--- src/implicit_octree_node_indexer_core_assert.svh ---
// Assertion macros for the octree node indexer core.
// Depends on a clock named clk and an active-low reset named rst_n in scope.
`ifndef IMPLICIT_OCTREE_NODE_INDEXER_CORE_ASSERT_SVH
`define IMPLICIT_OCTREE_NODE_INDEXER_CORE_ASSERT_SVH

// Same-cycle implication, checked outside reset
`define IONI_ASSERT_NOW(label, ante, cons, msg) \
  label: assert property (@(posedge clk) disable iff (!rst_n) (ante) |-> (cons)) \
    else $error(msg);

// Next-cycle implication, checked outside reset
`define IONI_ASSERT_NEXT(label, ante, cons, msg) \
  label: assert property (@(posedge clk) disable iff (!rst_n) (ante) |=> (cons)) \
    else $error(msg);

`endif

--- src/ioni_pkg.sv ---
// Shared types, constants and the level offset table for the octree indexer.
// No dependencies.
package ioni_pkg;

  // Deepest level the hardware supports
  localparam int MAX_DEPTH = 7;
  // Entries of the level offset table: levels 0 .. MAX_DEPTH + 1
  localparam int TAB_DEPTH = MAX_DEPTH + 2;
  localparam int TAB_IDX_W = $clog2(TAB_DEPTH);

  localparam int NODE_W   = 22;
  localparam int LEVEL_W  = 3;
  localparam int INDEX_W  = 21;
  localparam int PARENT_W = 19;
  localparam int CHILD_W  = 22;
  localparam int SIB_W    = 3;

  typedef logic [NODE_W-1:0]    node_t;
  typedef logic [LEVEL_W-1:0]   level_t;
  typedef logic [INDEX_W-1:0]   index_t;
  typedef logic [PARENT_W-1:0]  parent_t;
  typedef logic [CHILD_W-1:0]   child_t;
  typedef logic [SIB_W-1:0]     sib_t;
  typedef logic [TAB_IDX_W-1:0] tab_idx_t;

  typedef node_t offset_tab_t [TAB_DEPTH];

  // One decoded result item
  typedef struct packed {
    logic    exists;
    level_t  tree_level;
    index_t  index_in_level;
    logic    has_parent;
    parent_t parent_number;
    logic    has_children;
    child_t  first_child_number;
    sib_t    sibling_position;
  } result_t;

  // First flat index of every level: (8^k - 1) / 7
  function automatic offset_tab_t offset_table();
    offset_tab_t tab;
    node_t       v;
    v = '0;
    for (int k = 0; k < TAB_DEPTH; k++) begin
      tab[k] = v;
      v = node_t'({v, 3'b000}) + node_t'(1);
    end
    return tab;
  endfunction

  localparam offset_tab_t LEVEL_OFFSET = offset_table();

endpackage

--- src/ioni_in_if.sv ---
// Query channel interface: valid/ready with one node number.
// Depends on ioni_pkg.
interface ioni_in_if;
  logic           valid;
  logic           ready;
  ioni_pkg::node_t node_number;

  modport source (output valid, output node_number, input ready);
  modport sink   (input valid, input node_number, output ready);
endinterface

--- src/ioni_out_if.sv ---
// Result channel interface: valid/ready with the decoded node fields.
// Depends on ioni_pkg.
interface ioni_out_if;
  logic              valid;
  logic              ready;
  logic              exists;
  ioni_pkg::level_t  tree_level;
  ioni_pkg::index_t  index_in_level;
  logic              has_parent;
  ioni_pkg::parent_t parent_number;
  logic              has_children;
  ioni_pkg::child_t  first_child_number;
  ioni_pkg::sib_t    sibling_position;

  modport source (output valid, output exists, output tree_level, output index_in_level,
                  output has_parent, output parent_number, output has_children,
                  output first_child_number, output sibling_position, input ready);
  modport sink   (input valid, input exists, input tree_level, input index_in_level,
                  input has_parent, input parent_number, input has_children,
                  input first_child_number, input sibling_position, output ready);
endinterface

--- src/ioni_cfg_if.sv ---
// Configuration write channel: valid/ready with the deepest level value.
// Depends on ioni_pkg.
interface ioni_cfg_if;
  logic             valid;
  logic             ready;
  ioni_pkg::level_t deepest_level;

  modport source (output valid, output deepest_level, input ready);
  modport sink   (input valid, input deepest_level, output ready);
endinterface

--- src/ioni_decode.sv ---
// Combinational node decoder: level search, in-level index, parent and child.
// Depends on ioni_pkg for the level offset table and the result type.
module ioni_decode (
  input  ioni_pkg::node_t   node,
  input  ioni_pkg::level_t  depth,
  output ioni_pkg::result_t res
);

  ioni_pkg::level_t  depth_sat;
  ioni_pkg::level_t  lvl;
  ioni_pkg::node_t   limit;
  ioni_pkg::node_t   diff;
  ioni_pkg::node_t   par_base;
  ioni_pkg::node_t   child_base;
  ioni_pkg::node_t   par_sum;
  logic [ioni_pkg::NODE_W+2:0] child_sum;
  logic              exists;
  logic              hp;
  logic              hc;

  // Clamp the configured depth to what the table covers
  always_comb begin
    if (int'(depth) > ioni_pkg::MAX_DEPTH) begin
      depth_sat = ioni_pkg::level_t'(ioni_pkg::MAX_DEPTH);
    end else begin
      depth_sat = depth;
    end
  end

  // Find the level: highest level whose start is at or below the node
  always_comb begin
    lvl = '0;
    for (int k = 1; k <= ioni_pkg::MAX_DEPTH; k++) begin
      if (node >= ioni_pkg::LEVEL_OFFSET[k]) begin
        lvl = ioni_pkg::level_t'(k);
      end
    end
  end

  // Node exists when it lies below the start of the level past the deepest
  assign limit  = ioni_pkg::LEVEL_OFFSET[ioni_pkg::tab_idx_t'(depth_sat) +
                                         ioni_pkg::tab_idx_t'(1)];
  assign exists = node < limit;
  assign hp     = exists && (lvl != '0);
  assign hc     = exists && (lvl < depth_sat);

  assign diff       = node - ioni_pkg::LEVEL_OFFSET[ioni_pkg::tab_idx_t'(lvl)];
  assign par_base   = ioni_pkg::LEVEL_OFFSET[ioni_pkg::tab_idx_t'(lvl - ioni_pkg::level_t'(1))];
  assign child_base = ioni_pkg::LEVEL_OFFSET[ioni_pkg::tab_idx_t'(lvl) +
                                             ioni_pkg::tab_idx_t'(1)];
  assign par_sum    = (diff >> 3) + par_base;
  assign child_sum  = {diff, 3'b000} + (ioni_pkg::NODE_W+3)'(child_base);

  // Assemble the result; a missing node reports all zeros
  always_comb begin
    res = '0;
    if (exists) begin
      res.exists           = 1'b1;
      res.tree_level       = lvl;
      res.index_in_level   = diff[ioni_pkg::INDEX_W-1:0];
      res.sibling_position = diff[ioni_pkg::SIB_W-1:0];
      res.has_parent       = hp;
      res.has_children     = hc;
      if (hp) begin
        res.parent_number = par_sum[ioni_pkg::PARENT_W-1:0];
      end
      if (hc) begin
        res.first_child_number = child_sum[ioni_pkg::CHILD_W-1:0];
      end
    end
  end

endmodule

--- src/implicit_octree_node_indexer_core.sv ---
// Octree node indexer: an input register feeds the decoder, whose output lands
// in a result register. Throughput one query per cycle when the result channel
// does not stall; under backpressure both stages hold their items.
// Synchronous active-low reset empties both stages and sets the deepest level
// to 7. Configuration writes are always taken.
module implicit_octree_node_indexer_core (
  input  logic        clk,
  input  logic        rst_n,
  ioni_in_if.sink     in_ch,
  ioni_out_if.source  out_ch,
  ioni_cfg_if.sink    cfg_ch
);

  `include "implicit_octree_node_indexer_core_assert.svh"

  ioni_pkg::level_t  depth_r;
  logic              s1_valid_r;
  ioni_pkg::node_t   s1_node_r;
  logic              out_valid_r;
  ioni_pkg::result_t out_res_r;
  ioni_pkg::result_t dec_res;
  logic              out_free;
  logic              s1_free;

  // Stage enables: a stage takes new data when empty or when draining
  assign out_free = !out_valid_r || out_ch.ready;
  assign s1_free  = !s1_valid_r || out_free;
  assign in_ch.ready  = s1_free;
  assign cfg_ch.ready = 1'b1;

  // Hold the deepest level register
  always_ff @(posedge clk) begin
    if (!rst_n) begin
      depth_r <= ioni_pkg::level_t'(7);
    end else if (cfg_ch.valid) begin
      depth_r <= cfg_ch.deepest_level;
    end
  end

  // Input register
  always_ff @(posedge clk) begin
    if (!rst_n) begin
      s1_valid_r <= 1'b0;
    end else if (s1_free) begin
      s1_valid_r <= in_ch.valid;
    end
  end

  always_ff @(posedge clk) begin
    if (s1_free && in_ch.valid) begin
      s1_node_r <= in_ch.node_number;
    end
  end

  ioni_decode u_decode (
    .node  (s1_node_r),
    .depth (depth_r),
    .res   (dec_res)
  );

  // Result register
  always_ff @(posedge clk) begin
    if (!rst_n) begin
      out_valid_r <= 1'b0;
    end else if (out_free) begin
      out_valid_r <= s1_valid_r;
    end
  end

  always_ff @(posedge clk) begin
    if (out_free && s1_valid_r) begin
      out_res_r <= dec_res;
    end
  end

  // Drive the result channel
  assign out_ch.valid              = out_valid_r;
  assign out_ch.exists             = out_res_r.exists;
  assign out_ch.tree_level         = out_res_r.tree_level;
  assign out_ch.index_in_level     = out_res_r.index_in_level;
  assign out_ch.has_parent         = out_res_r.has_parent;
  assign out_ch.parent_number      = out_res_r.parent_number;
  assign out_ch.has_children       = out_res_r.has_children;
  assign out_ch.first_child_number = out_res_r.first_child_number;
  assign out_ch.sibling_position   = out_res_r.sibling_position;

  // A missing node must report zero level, parent and child
  `IONI_ASSERT_NOW(a_missing_zero, out_valid_r && !out_res_r.exists, (out_res_r.tree_level == '0) && !out_res_r.has_parent && (out_res_r.parent_number == '0) && (out_res_r.first_child_number == '0), "missing node with nonzero fields")

  // Root has no parent, deepest supported level has no children
  `IONI_ASSERT_NOW(a_level_links, out_valid_r, (out_res_r.has_parent == (out_res_r.exists && (out_res_r.tree_level != '0))) && !(out_res_r.has_children && (int'(out_res_r.tree_level) == ioni_pkg::MAX_DEPTH)), "parent or child flag inconsistent with level")

  // A full input stage blocked by a stalled result keeps its item
  `IONI_ASSERT_NEXT(a_s1_hold, s1_valid_r && out_valid_r && !out_ch.ready, s1_valid_r && $stable(s1_node_r), "input stage lost a stalled item")

endmodule

--- src/flat_wrapper.sv ---
// flat-port wrapper written by rule: the top's interface ports become plain ports
module implicit_octree_node_indexer_core_flat 
  (clk, rst_n, in_ch_valid, in_ch_node_number, in_ch_ready, out_ch_valid, out_ch_exists, out_ch_tree_level, out_ch_index_in_level, out_ch_has_parent, out_ch_parent_number, out_ch_has_children, out_ch_first_child_number, out_ch_sibling_position, out_ch_ready, cfg_ch_valid, cfg_ch_deepest_level, cfg_ch_ready);
  ioni_in_if in_ch_i ();
  ioni_out_if out_ch_i ();
  ioni_cfg_if cfg_ch_i ();
  input  logic clk;
  input  logic rst_n;
  input wire logic [$bits(in_ch_i.valid)-1:0] in_ch_valid;
  input wire logic [$bits(in_ch_i.node_number)-1:0] in_ch_node_number;
  output wire logic [$bits(in_ch_i.ready)-1:0] in_ch_ready;
  output wire logic [$bits(out_ch_i.valid)-1:0] out_ch_valid;
  output wire logic [$bits(out_ch_i.exists)-1:0] out_ch_exists;
  output wire logic [$bits(out_ch_i.tree_level)-1:0] out_ch_tree_level;
  output wire logic [$bits(out_ch_i.index_in_level)-1:0] out_ch_index_in_level;
  output wire logic [$bits(out_ch_i.has_parent)-1:0] out_ch_has_parent;
  output wire logic [$bits(out_ch_i.parent_number)-1:0] out_ch_parent_number;
  output wire logic [$bits(out_ch_i.has_children)-1:0] out_ch_has_children;
  output wire logic [$bits(out_ch_i.first_child_number)-1:0] out_ch_first_child_number;
  output wire logic [$bits(out_ch_i.sibling_position)-1:0] out_ch_sibling_position;
  input wire logic [$bits(out_ch_i.ready)-1:0] out_ch_ready;
  input wire logic [$bits(cfg_ch_i.valid)-1:0] cfg_ch_valid;
  input wire logic [$bits(cfg_ch_i.deepest_level)-1:0] cfg_ch_deepest_level;
  output wire logic [$bits(cfg_ch_i.ready)-1:0] cfg_ch_ready;
  assign in_ch_i.valid = in_ch_valid;
  assign in_ch_i.node_number = in_ch_node_number;
  assign in_ch_ready = in_ch_i.ready;
  assign out_ch_valid = out_ch_i.valid;
  assign out_ch_exists = out_ch_i.exists;
  assign out_ch_tree_level = out_ch_i.tree_level;
  assign out_ch_index_in_level = out_ch_i.index_in_level;
  assign out_ch_has_parent = out_ch_i.has_parent;
  assign out_ch_parent_number = out_ch_i.parent_number;
  assign out_ch_has_children = out_ch_i.has_children;
  assign out_ch_first_child_number = out_ch_i.first_child_number;
  assign out_ch_sibling_position = out_ch_i.sibling_position;
  assign out_ch_i.ready = out_ch_ready;
  assign cfg_ch_i.valid = cfg_ch_valid;
  assign cfg_ch_i.deepest_level = cfg_ch_deepest_level;
  assign cfg_ch_ready = cfg_ch_i.ready;
  implicit_octree_node_indexer_core u_core (.clk(clk), .rst_n(rst_n), .in_ch(in_ch_i), .out_ch(out_ch_i), .cfg_ch(cfg_ch_i));
endmodule
--- config.mk ---
export PLATFORM = sky130hd
export DESIGN_NAME = implicit_octree_node_indexer_core_flat
export DESIGN_NICKNAME = d
export VERILOG_FILES = /design/src/ioni_pkg.sv /design/src/ioni_in_if.sv /design/src/ioni_out_if.sv /design/src/ioni_cfg_if.sv /design/src/ioni_decode.sv /design/src/implicit_octree_node_indexer_core.sv /design/src/flat_wrapper.sv
export VERILOG_INCLUDE_DIRS = /design/src /design/src/src
export SDC_FILE = /design/constraint.sdc
export NUM_CORES = 1
export LEC_CHECK = 0
export BUFFER_PORTS_ARGS = -buffer_cell sky130_fd_sc_hd__buf_2
export CORE_MARGIN = 8
export CORE_UTILIZATION = 46
export DETAILED_ROUTE_END_ITERATION = 10
export GPL_TIMING_DRIVEN = 0
export PLACE_DENSITY_LB_ADDON = 0.1
export SYNTH_ARGS = -nofsm -noshare
export SYNTH_HDL_FRONTEND = slang
export SYNTH_SLANG_ARGS = --single-unit
--- constraint.sdc ---
create_clock -name clk -period 5.2 [get_ports clk]
set_input_delay 0.26 -clock clk [delete_from_list [all_inputs] [get_ports clk]]
set_output_delay 0.26 -clock clk [all_outputs]
set_load 0.03 [all_outputs]
* Word level (Yosys, flattened, before mapping)
Memories as Yosys holds them, arrays and structs flattened.
Cells that the tools add are included.
W data, S select, Z words.
** Storage, ports and cells
- Register bits after elaboration :: 98
- Bits in read-only memories :: 1408
- Bits of input ports :: 30
- Output and inout port bits :: 74
- Word-level logic and storage cells :: 68
- Memories :: 4
** Operators by class
- Add/subtract/negate cells :: 6
- $lt $le $gt $ge :: 13
- Muxes and demuxes :: 18
- Bitwise logic cells :: 4
- Reductions and logical operators :: 11
** Memory list
- (no name shown) :: words 16, bits a word 22, read ports 1, clocked after memory_dff 0, write ports 0, RTL line ioni_decode.sv:49 : assign child_base = ioni_pkg::LEVEL_OFFSET[ioni_pkg::tab_idx_t'(lvl) +
- (no name shown) :: words 16, bits a word 22, read ports 1, clocked after memory_dff 0, write ports 0, RTL line ioni_decode.sv:48 : assign par_base = ioni_pkg::LEVEL_OFFSET[ioni_pkg::tab_idx_t'(lvl - ioni_pkg::level_t'(1))];
- (no name shown) :: words 16, bits a word 22, read ports 1, clocked after memory_dff 0, write ports 0, RTL line ioni_decode.sv:47 : assign diff = node - ioni_pkg::LEVEL_OFFSET[ioni_pkg::tab_idx_t'(lvl)];
- (no name shown) :: words 16, bits a word 22, read ports 1, clocked after memory_dff 0, write ports 0, RTL line ioni_decode.sv:41 : assign limit = ioni_pkg::LEVEL_OFFSET[ioni_pkg::tab_idx_t'(depth_sat) +
** Operators with widths (count)
- $mux W22 :: 7
- $mux W71 :: 1
- $mux W19 :: 3
- $add A22 B22 Y22 :: 1
- $ge A22 B1 Y1 const B :: 1
- $ge A22 B10 Y1 const B :: 1
- $ge A22 B13 Y1 const B :: 1
- $ge A22 B16 Y1 const B :: 1
- $ge A22 B19 Y1 const B :: 1
- $ge A22 B4 Y1 const B :: 1
- $ge A22 B7 Y1 const B :: 1
- $lt A22 B22 Y1 :: 1
- $sub A22 B22 Y22 :: 1
- $ge A5 B5 Y1 const B :: 4
- $add A19 B19 Y19 :: 1
- $mux W3 :: 5
- $not A4 Y5 :: 3
- $add A3 B1 Y4 const B :: 2
- $not A3 Y5 :: 1
- $logic_and A1 B1 Y1 :: 4
- $reduce_and A2 Y1 :: 2
- $sub A3 B1 Y4 const B :: 1
- $lt A3 B3 Y1 :: 1
- $reduce_bool A3 Y1 :: 1
- 4 further kinds :: 6

* Longest topological paths before layout
Gate-level depths: netlist of run 1.
- Word-level depth :: 16
- Gate-level depth with buffers :: 24
- Gate-level depth less buffers :: 22

* Modules after synthesis
Synthesis of run 1 repeated with hierarchy kept, for this count alone.
** Second synthesis, totals
- Cells, all modules :: 556
- Area, all modules :: 6030.8 um2
** Modules (own cells, without submodules)
- ioni_decode :: times used 1, cells an instance 443, area each 3021.6 um2, seq. area each 0.0 um2
- implicit_octree_node_indexer_core :: times used 1, cells an instance 113, area each 3009.1 um2, seq. area each 2892.8 um2

* Least setup slack after synthesis of run 1
No wires, ideal clock.
- Path type :: register to register
- From :: register u_core.s1_node_r[19]
- To :: register u_core.out_res_r, in the netlist u_core.out_ch.first_child_number[21] (data pin)
- Library setup time :: 0.265 ns
- Data arrival time :: 4.928 ns
- Required time :: 4.935 ns
- Slack :: 0.007 ns
- Stages on the path, launching flop included :: 22
- Path buffers :: 2
- Clock period less this slack :: 5.193 ns
- Path through :: edfxtp_1 > nor4_1 > and4_1 > nand2b_1 > clkinv_1 > a211o_1 > a21boi_1 > ha_1 > ha_1 > inv_1 > ha_1 > or3b_1 > buf_2 > a21o_1 > or3_1 > and3_4 > buf_6 > o31a_1 > a21o_1 > maj3_2 > nor4b_4 > or3_1
** Between the ends
- Elaborated cells between the ends (all ways) :: 29
- Those cells by class :: add/sub: 3; order compare: 9; mux: 11; bitwise: 2; reduce/logical: 2; memory: 2
** RTL lines
- start, declared :: RTL line implicit_octree_node_indexer_core.sv:18 : ioni_pkg::node_t s1_node_r;
- start signal, assigned :: RTL line implicit_octree_node_indexer_core.sv:51 : s1_node_r <= in_ch.node_number;
- $ge A22 B10 Y1 :: RTL line ioni_decode.sv:34 : if (node >= ioni_pkg::LEVEL_OFFSET[k]) begin
- $mux W3 (3 in series) :: RTL line ioni_decode.sv:34
- $mux W3 (*) :: RTL line ioni_decode.sv:34
- named net u_core.u_decode.lvl[2] :: RTL line ioni_decode.sv:10 : ioni_pkg::level_t lvl;
- $not A3 Y5 (not written as such) or $add A3 B1 Y4 (tied branches) :: RTL line ioni_decode.sv:47, ioni_decode.sv:49
- $mem_v2 Z16 W22 or $not A4 Y5 (tied branches)
- $mux W22 (not written as such) or $mem_v2 Z16 W22 (tied branches)
- $mux W22 (on tied branches) :: RTL line ioni_decode.sv:47, ioni_decode.sv:49
- $sub A22 B22 Y22 or $mux W22 (tied branches) :: RTL line ioni_decode.sv:47, ioni_decode.sv:49
- $add A22 B22 Y22 :: RTL line ioni_decode.sv:52 : assign child_sum = {diff, 3'b000} + (ioni_pkg::NODE_W+3)'(child_base);
- end signal, assigned :: RTL line implicit_octree_node_indexer_core.sv:72 : out_res_r <= dec_res;
- end, declared :: RTL line implicit_octree_node_indexer_core.sv:20 : ioni_pkg::result_t out_res_r;
The timed path passes the listed nets; every way through them passes the cells marked *. The select of a mux whose other input is x is not followed.
A chain may end at the register's enable or synchronous reset.

* Final worst setup path of run 1
- From :: register u_core.s1_node_r[14]
- To :: register u_core.out_res_r, in the netlist u_core.out_ch.parent_number[17] (data pin)
** Between the ends
- Elaborated cells between the ends (all ways) :: 29
- Those cells by class :: add/sub: 3; order compare: 8; mux: 11; bitwise: 2; reduce/logical: 3; memory: 2
** RTL lines
- $ge A22 B10 Y1 :: RTL line ioni_decode.sv:34
- $mux W3 (3 in series) :: RTL line ioni_decode.sv:34
- $mux W3 (*) :: RTL line ioni_decode.sv:34
- named net u_core.u_decode.lvl[2] :: RTL line ioni_decode.sv:10
- $not A3 Y5 (not written as such) (*) :: RTL line ioni_decode.sv:47
- $mem_v2 Z16 W22 (*)
- $mux W22 (not written as such) (*) (2 in series) :: RTL line ioni_decode.sv:47
- $sub A22 B22 Y22 (*) :: RTL line ioni_decode.sv:47
- named net u_core.u_decode.diff[15] :: RTL line ioni_decode.sv:12 : ioni_pkg::node_t diff;
- $add A19 B19 Y19 (*) :: RTL line ioni_decode.sv:51 : assign par_sum = (diff >> 3) + par_base;
Marks and branches as above.

==> qor.csv, run 1 <==
stage;metric;value;unit
critical_path;cpMostUsedCell;ha_4;
logic_synthesis;syn_area;5830;um^2
final_layout;area_growth;36.1;%
worst_hold_path;hp-class;input port to flop;
floorplanning;coreArea;12500;um^2
power;p_leak;3.13;nW
job;cap_violations;0;
clock_tree;path_clk_slew;60;ps
route;wl_per_cell;17.4;um
worst_hold_path;whs_endpoint;u_core.s1_node_r[12];
clock_tree;cts_made_buffers;9;
critical_path;crit_path_start_kind;flop;
route;drtAntennaViolNets;0;
floorplanning;die_area;16500;um^2
power;power_density;274;nW/um^2
logic_synthesis;ys_seq_area_share;47.0;%
critical_path;cp_slowest_cell;or4_4;
outcome;status;completed;
clock_tree;htree_levels;3;
critical_path;r2r_slack;20;ps
logic_synthesis;synth_edf_count;88;
final_layout;final_nets;806;
timing;slew_headroom;34.2;%
grt;antenna_found_initial;0;
timing;fmax;0.193;GHz
critical_path;worstSetupEndpointType;flop;
floorplanning;fp.dieH;129;um
logic_synthesis;async_flop_share;0;%
route;viasPerCell;5.42;
timing;fin_skew;5.87;ps
critical_path;reg2reg_to;u_core.out_ch.parent_number[17];
critical_path;ff2ff_path_depth;24;
grt;gr-usage-all-layers;18.8;%
place;globalplace.congestion;0.853;
grt;grt_pass1_wl;24100;um
grt;grt_pass1_vias;4581;
logic_synthesis;yosysWarnings;0;
critical_path;path_max_fanout;10;
logic_synthesis;syn_area_per_cell;10.2;um^2
clock_tree;cts.sinks;93;
route;drtIter0Drc;360;
final_layout;antennaDiodeCount;0;
critical_path;required;5400;ps
clock_tree;clkLatencyLatePin;350;ps
timing;period_share;99.6;%
timing;period_needed;5180;ps
route;vias;4961;
timing;rsz0062_at_grt;true;
critical_path;worstSetupPathType;flop to flop;
worst_hold_path;min-delay-start;in_ch_node_number[12];
place;hpwl;11500;um
clock_tree;clockBufferDepth;2;
clock_tree;ctsRootBufferMaster;clkbuf_16;
critical_path;worst_ep_arrival_time;5380;ps
logic_synthesis;synthCells;573;
worst_hold_path;holdPathStages;1;
logic_synthesis;synth-seq-cells;93;
final_layout;drive_above_1_share;38.0;%
clock_tree;cts_hold_buffers;0;
critical_path;worstReg2RegStart;u_core.s1_node_r[14];
floorplanning;die_w;129;um
place;port_buffers;100;
grt;grt_remaining_overflow;0;
clock_tree;cts_tree;built;
power;fin_total_pwr;0.00217;W
floorplanning;rows;41;
route;dr.pass1.iters;5;
floorplanning;io_pins;104;
timing;tightest_slew;987;ps
logic_synthesis;synth_ff_type;edfxtp_1;
grt;grt_max_degree;39;
power;ir_worst_vdd;0.191;mV
critical_path;critPathMaxStageDelay;500;ps
timing;final.setup.tns;0;ps
timing;finalMaxSlewViolations;0;
route;postRouteWirelength;15900;um
timing;setup_violations;0;
route;drc_errors;0;
timing;hold_violations;0;
critical_path;path_cells;buf_4, nor4_1, and4_4, nand2b_4, clkinv_8, a211o_1, a21boi_4, ha_4, ha_4, inv_2, ha_4, or3b_4, buf_6, a211o_4, a2111oi_4, buf_4, nor2_4, a21oi_2, buf_4, ha_4, nand3_4, or4_4, o21ai_2, mux2i_1;
floorplanning;start_util;46.6;%
logic_synthesis;synth.distinct_cells;75;
-- state kept, by name, indices dropped and copies added (netlist names) --
register and flops:
u_core.out_ch.sibling_position 2, u_core.out_ch.index_in_level 19, u_core.out_ch.tree_level 3, u_core.depth_r 3, u_core.out_ch.parent_number 19, u_core.s1_node_r 22
u_core.s1_valid_r 1, u_core.out_ch.valid 1, u_core.out_ch.has_parent 1, u_core.out_ch.has_children 1, u_core.out_ch.first_child_number 20, u_core.out_ch.exists 1
-- cell usage in the layout, fill, tap and decap left out, types with 12 or more instances in the layout --
cell type  count
xnor2_1       16
edfxtp_1      88
ha_4          12
and2_1        15
buf_4         61
inv_1         25
nand3_1       14
ha_1          22
nand2_1       34
o21ai_0       23
nor3_1        18
nor2_1        61
buf_2        101
a21oi_1       19
-- worst max-delay path by stage --
stage,from,end,slack [ps],cells after the start
detailed placement,u_core.s1_node_r[13],u_core.out_ch.parent_number[16],-1190,23
CTS,u_core.s1_node_r[0],u_core.out_ch.first_child_number[21],3,21
global route,u_core.s1_node_r[2],u_core.out_ch.parent_number[17],-120,22
floorplan,u_core.s1_node_r[19],u_core.out_ch.first_child_number[21],7,21
global placement,u_core.s1_node_r[13],u_core.out_ch.parent_number[16],-1210,23
finish,u_core.s1_node_r[14],u_core.out_ch.parent_number[17],20,24
-- per-stage QoR --
stage	hold WS [ps]	instances	area (um^2)	utilization, %	setup WS (ps)
3_5_place_dp	438	847	6580	52.5	-1190
4_1_cts	65.5	886	7290	58.3	3.47
6_report	79.1	915	7940	63.4	21.0
3_3_place_gp	436	846	6550	52.3	-1210
2_1_floorplan	359	574	5830	-	7.05
5_1_grt	66.2	915	7940	63.4	-124
-- per-layer routing --
layer | wire length [um] | track usage [%] | part of all wire (%) | up-vias
li1 | - | - | - | 2445
met1 | 7190 | 24.4 | 45 | 2346
met2 | 7550 | 30.3 | 47 | 150
met3 | 883 | 4.01 | 5.5 | 20
met4 | 320 | 6.98 | 2.0 | 0
met5 | 0 | 0 | 0 | -
-- layout make-up --
type	instances	area, um^2
sequential	93	2740
buffer	20	123
multi-input combinational	423	3480
fill	1055	4580
tap	172	215
clock inverter	1	5.00
timing repair buffer	156	937
inverter	35	144
clock buffer	15	288
-- cell families after synthesis --
group	after synthesis	synth area share (%)
AND/OR/NAND/NOR	211	18.3
AO/OA/AOI/OAI	126	15.0
flip-flops	93	47.0
buffers and inverters	58	4.29
adder cells (fa/ha/maj)	42	8.89
XOR/XNOR	34	5.11
multiplexers	7	1.22
other	2	0.129
-- worst max-delay path: cells and delay by family (launching register included) --
family                   cells  cell delay (ps)
multiplexers                 1              200
AO/OA/AOI/OAI                6             1280
AND/OR/NAND/NOR              7             1680
buffers and inverters        6              820
flip-flops                   1              440
adder cells (fa/ha/maj)      4              620
-- cells in the mapped netlist (3+ instances only) --
cell       instances  area share (%)
o21ai_0           26             2.2
nand4_1            5            0.54
nor4_1             4            0.43
or4_1              4            0.52
nand2_1           36             2.3
o21ai_1            3            0.26
inv_1             33             2.1
a21o_1             7            0.90
edfxtp_1          88              45
clkbuf_1          13            0.84
nor2b_1            7            0.75
o2111ai_1          3            0.45
a41oi_1            4            0.60
o211a_1            3            0.52
a31oi_1            6            0.64
ha_1              38             8.2
nand2b_1           5            0.54
nor3_1            20             1.7
dfxtp_1            5             1.7
a21boi_0           3            0.39
o211ai_1           4            0.52
nand3_1           15             1.3
mux2i_1            6             1.0
or3_1             12             1.3
buf_4              6            0.77
xor2_1            15             2.3
nor2_1            65             4.2
a2111oi_0          3            0.45
o21a_1             5            0.64
o31ai_1            3            0.39
a211oi_1           4            0.52
or2_2              5            0.54
a21oi_1           24             2.1
and2_1            15             1.6
and3_1             7            0.75
xnor2_1           19             2.9
a211o_1            5            0.75
-- repair_timing --
| item | 4_1_cts | 5_1_grt |
|---|---|---|
| setup endpoints to repair | 31 | 14 |
| gates resized for setup | 50 | 85 |
| buffers inserted | 26 | 29 |
| pin swaps | 19 | 37 |
-- power by group --
group	switching, W	internal (W)
Clock	0.000260	0.000376
Combinational	0.000387	0.000233
Sequential	0.0000255	0.000894
Total	0.000672	0.00150
(Power assumes the default switching activity.)
==> run 2: changes to the inputs <==
Settings changed: CAP_MARGIN set to 20, CORE_UTILIZATION 46 to 51, CTS_CLUSTER_DIAMETER set to 200.
==> qor.csv, run 2 (synthesized netlist as in run 1, its figures left out) <==
stage;metric;value;unit
critical_path;worstSetupEndpointType;flop;
timing;fmax;0.195;GHz
place;dp_cells;818;
final_layout;area_growth;31.1;%
final_layout;fillers;878;
floorplanning;rows;39;
clock_tree;clkLatencyLatePin;350;ps
timing;hold_violations;0;
clock_tree;ctsRootBufferMaster;clkbuf_16;
critical_path;worstSetupPathType;flop to flop;
timing;layout_setup_ws;83.9;ps
job;cap_violations;0;
clock_tree;path_clk_slew;70;ps
final_layout;multi_input_area;3340;um^2
timing;finalMaxSlewViolations;0;
grt;grt_remaining_overflow;0;
final_layout;largest_register;u_core.s1_node_r;
clock_tree;cts_made_buffers;9;
clock_tree;cts_hold_buffers;0;
final_layout;antennaDiodeCount;0;
final_layout;layout_commonest_cell;buf_2;
final_layout;fin_cells;876;
power;ir_worst_vdd;0.163;mV
critical_path;path_max_fanout;5;
timing;fin_skew;9.75;ps
route;dr.pass1.iters;7;
floorplanning;fp.dieH;123;um
critical_path;cp_slowest_cell;edfxtp_1;
grt;gr-usage-all-layers;20.3;%
worst_hold_path;hp-class;input port to flop;
timing;period_share;98.4;%
clock_tree;htree_levels;3;
critical_path;cpMostUsedCell;ha_4;
floorplanning;io_pins;104;
place;hpwl;11300;um
place;globalplace.congestion;0.885;
critical_path;critPathMaxStageDelay;460;ps
place;port_buffers;100;
critical_path;required;5290;ps
critical_path;worst_ep_arrival_time;5210;ps
floorplanning;coreArea;11300;um^2
grt;grt_max_degree;40;
timing;setup_violations;0;
route;drtIter0Drc;430;
route;viasPerCell;5.71;
grt;antenna_found_initial;0;
final_layout;regArea;2740;um^2
timing;tightest_slew;935;ps
final_layout;final_nets;796;
floorplanning;start_util;51.7;%
outcome;status;completed;
critical_path;path_cells;or3_4, mux2_2, o2111ai_2, a211o_1, a21boi_4, ha_4, ha_2, inv_2, ha_4, or3b_4, xor2_2, ha_1, a31oi_1, inv_1, a41oi_2, o31a_1, a21o_1, maj3_2, nor4b_4, or3_1;
route;vias;4998;
final_layout;final_cell_mix;buf_2, edfxtp_1, nor2_1, buf_4, nand2_1;
place;place_ws;-1190;ps
route;wl_per_cell;18.2;um
timing;period_needed;5120;ps
route;postRouteWirelength;16000;um
final_layout;drive_above_1_share;35.3;%
route;drc_errors;0;
clock_tree;cts_tree;built;
grt;grt_pass1_wl;24000;um
power;power_density;281;nW/um^2
timing;slew_headroom;37.7;%
power;p_leak;3.05;nW
clock_tree;cts.sinks;93;
final_layout;largest_register_ffs;22;
floorplanning;die_area;15100;um^2
grt;grt_pass1_vias;4761;
clock_tree;clockBufferDepth;2;
route;drtAntennaViolNets;0;
floorplanning;die_w;123;um
critical_path;crit_path_start_kind;flop;
==> run 2: changes by cell type in the layout (fill, tap and decap cells not counted), moves of 3 or more <==
cell | previous run | this run
buf_4 | 61 | 53
buf_6 | 3 | 0
ha_4 | 12 | 9
clkbuf_8 | 4 | 0
==> run 2: power breakdown <==
group          internal, W  leakage (nW)  switching [W]  total, W
logic             0.000222          2.04       0.000384  0.000606
clock network     0.000326         0.130       0.000296  0.000622
registers         0.000893         0.876      0.0000247  0.000918
total              0.00144          3.05       0.000704   0.00215
==> run 2: per-stage QoR <==
step	instance area, um^2	power, W	hold slack [ps]	utilization (%)	setup TNS [ps]
finish	7640	0.00215	79.5	67.8	0
floorplan	5830	0.00130	359	-	0
global placement	6510	0.00144	436	57.8	-15900
CTS	7180	0.00209	75.4	63.7	0
global route	7640	0.00223	80.6	67.8	-196
detailed placement	6540	0.00145	438	58.0	-17100
==> run 2: area by class of cell <==
class                      count  area share, %
buffer                        18           1.29
clock buffer                   9           2.95
clock inverter                 7          0.655
inverter                      35           1.82
multi-input combinational    423           43.6
sequential                    93           35.9
tap                          143           2.34
timing repair buffer         148           11.4
==> run 2: layer usage <==
metal,part of all wire (%),global-route usage (%),up-vias
li1,-,-,2420
met5,0,0,-
met3,6.6,3.38,22
met2,49,32.8,201
met1,43,26.4,2355
met4,2.1,9.22,0
==> run 2: worst paths after layout <==
| path | start | slack (ps) | cells after the start | to |
|---|---|---|---|---|
| max | u_core.s1_node_r[2] | 80 | 20 | u_core.out_ch.first_child_number[21] |
| min | in_ch_node_number[2] | 80 | 1 | u_core.s1_node_r[2] |
| max reg2reg | u_core.s1_node_r[2] | 80 | 20 | u_core.out_ch.first_child_number[21] |
| min reg2reg | u_core.s1_valid_r | 530 | 1 | u_core.out_ch.valid |
==> run 2: what timing repair did <==
| action | in CTS | in global routing |
|---|---|---|
| gates resized for setup | 43 | 63 |
| setup endpoints to repair | 29 | 14 |
| cloned | 0 | 0 |
| setup buffers | 24 | 23 |
| pin swaps | 20 | 33 |
==> run 2: worst max-delay path: cells and delay by family, from the launching register on <==
family,cells,cell delay (ps)
xor gates and xnor gates,1,180
and+or+nand+nor,4,1400
DFF,1,460
AOI/OAI and AO/OA,7,1220
muxes,1,290
adders and majority gates,5,1130
buffers and inverters,2,170
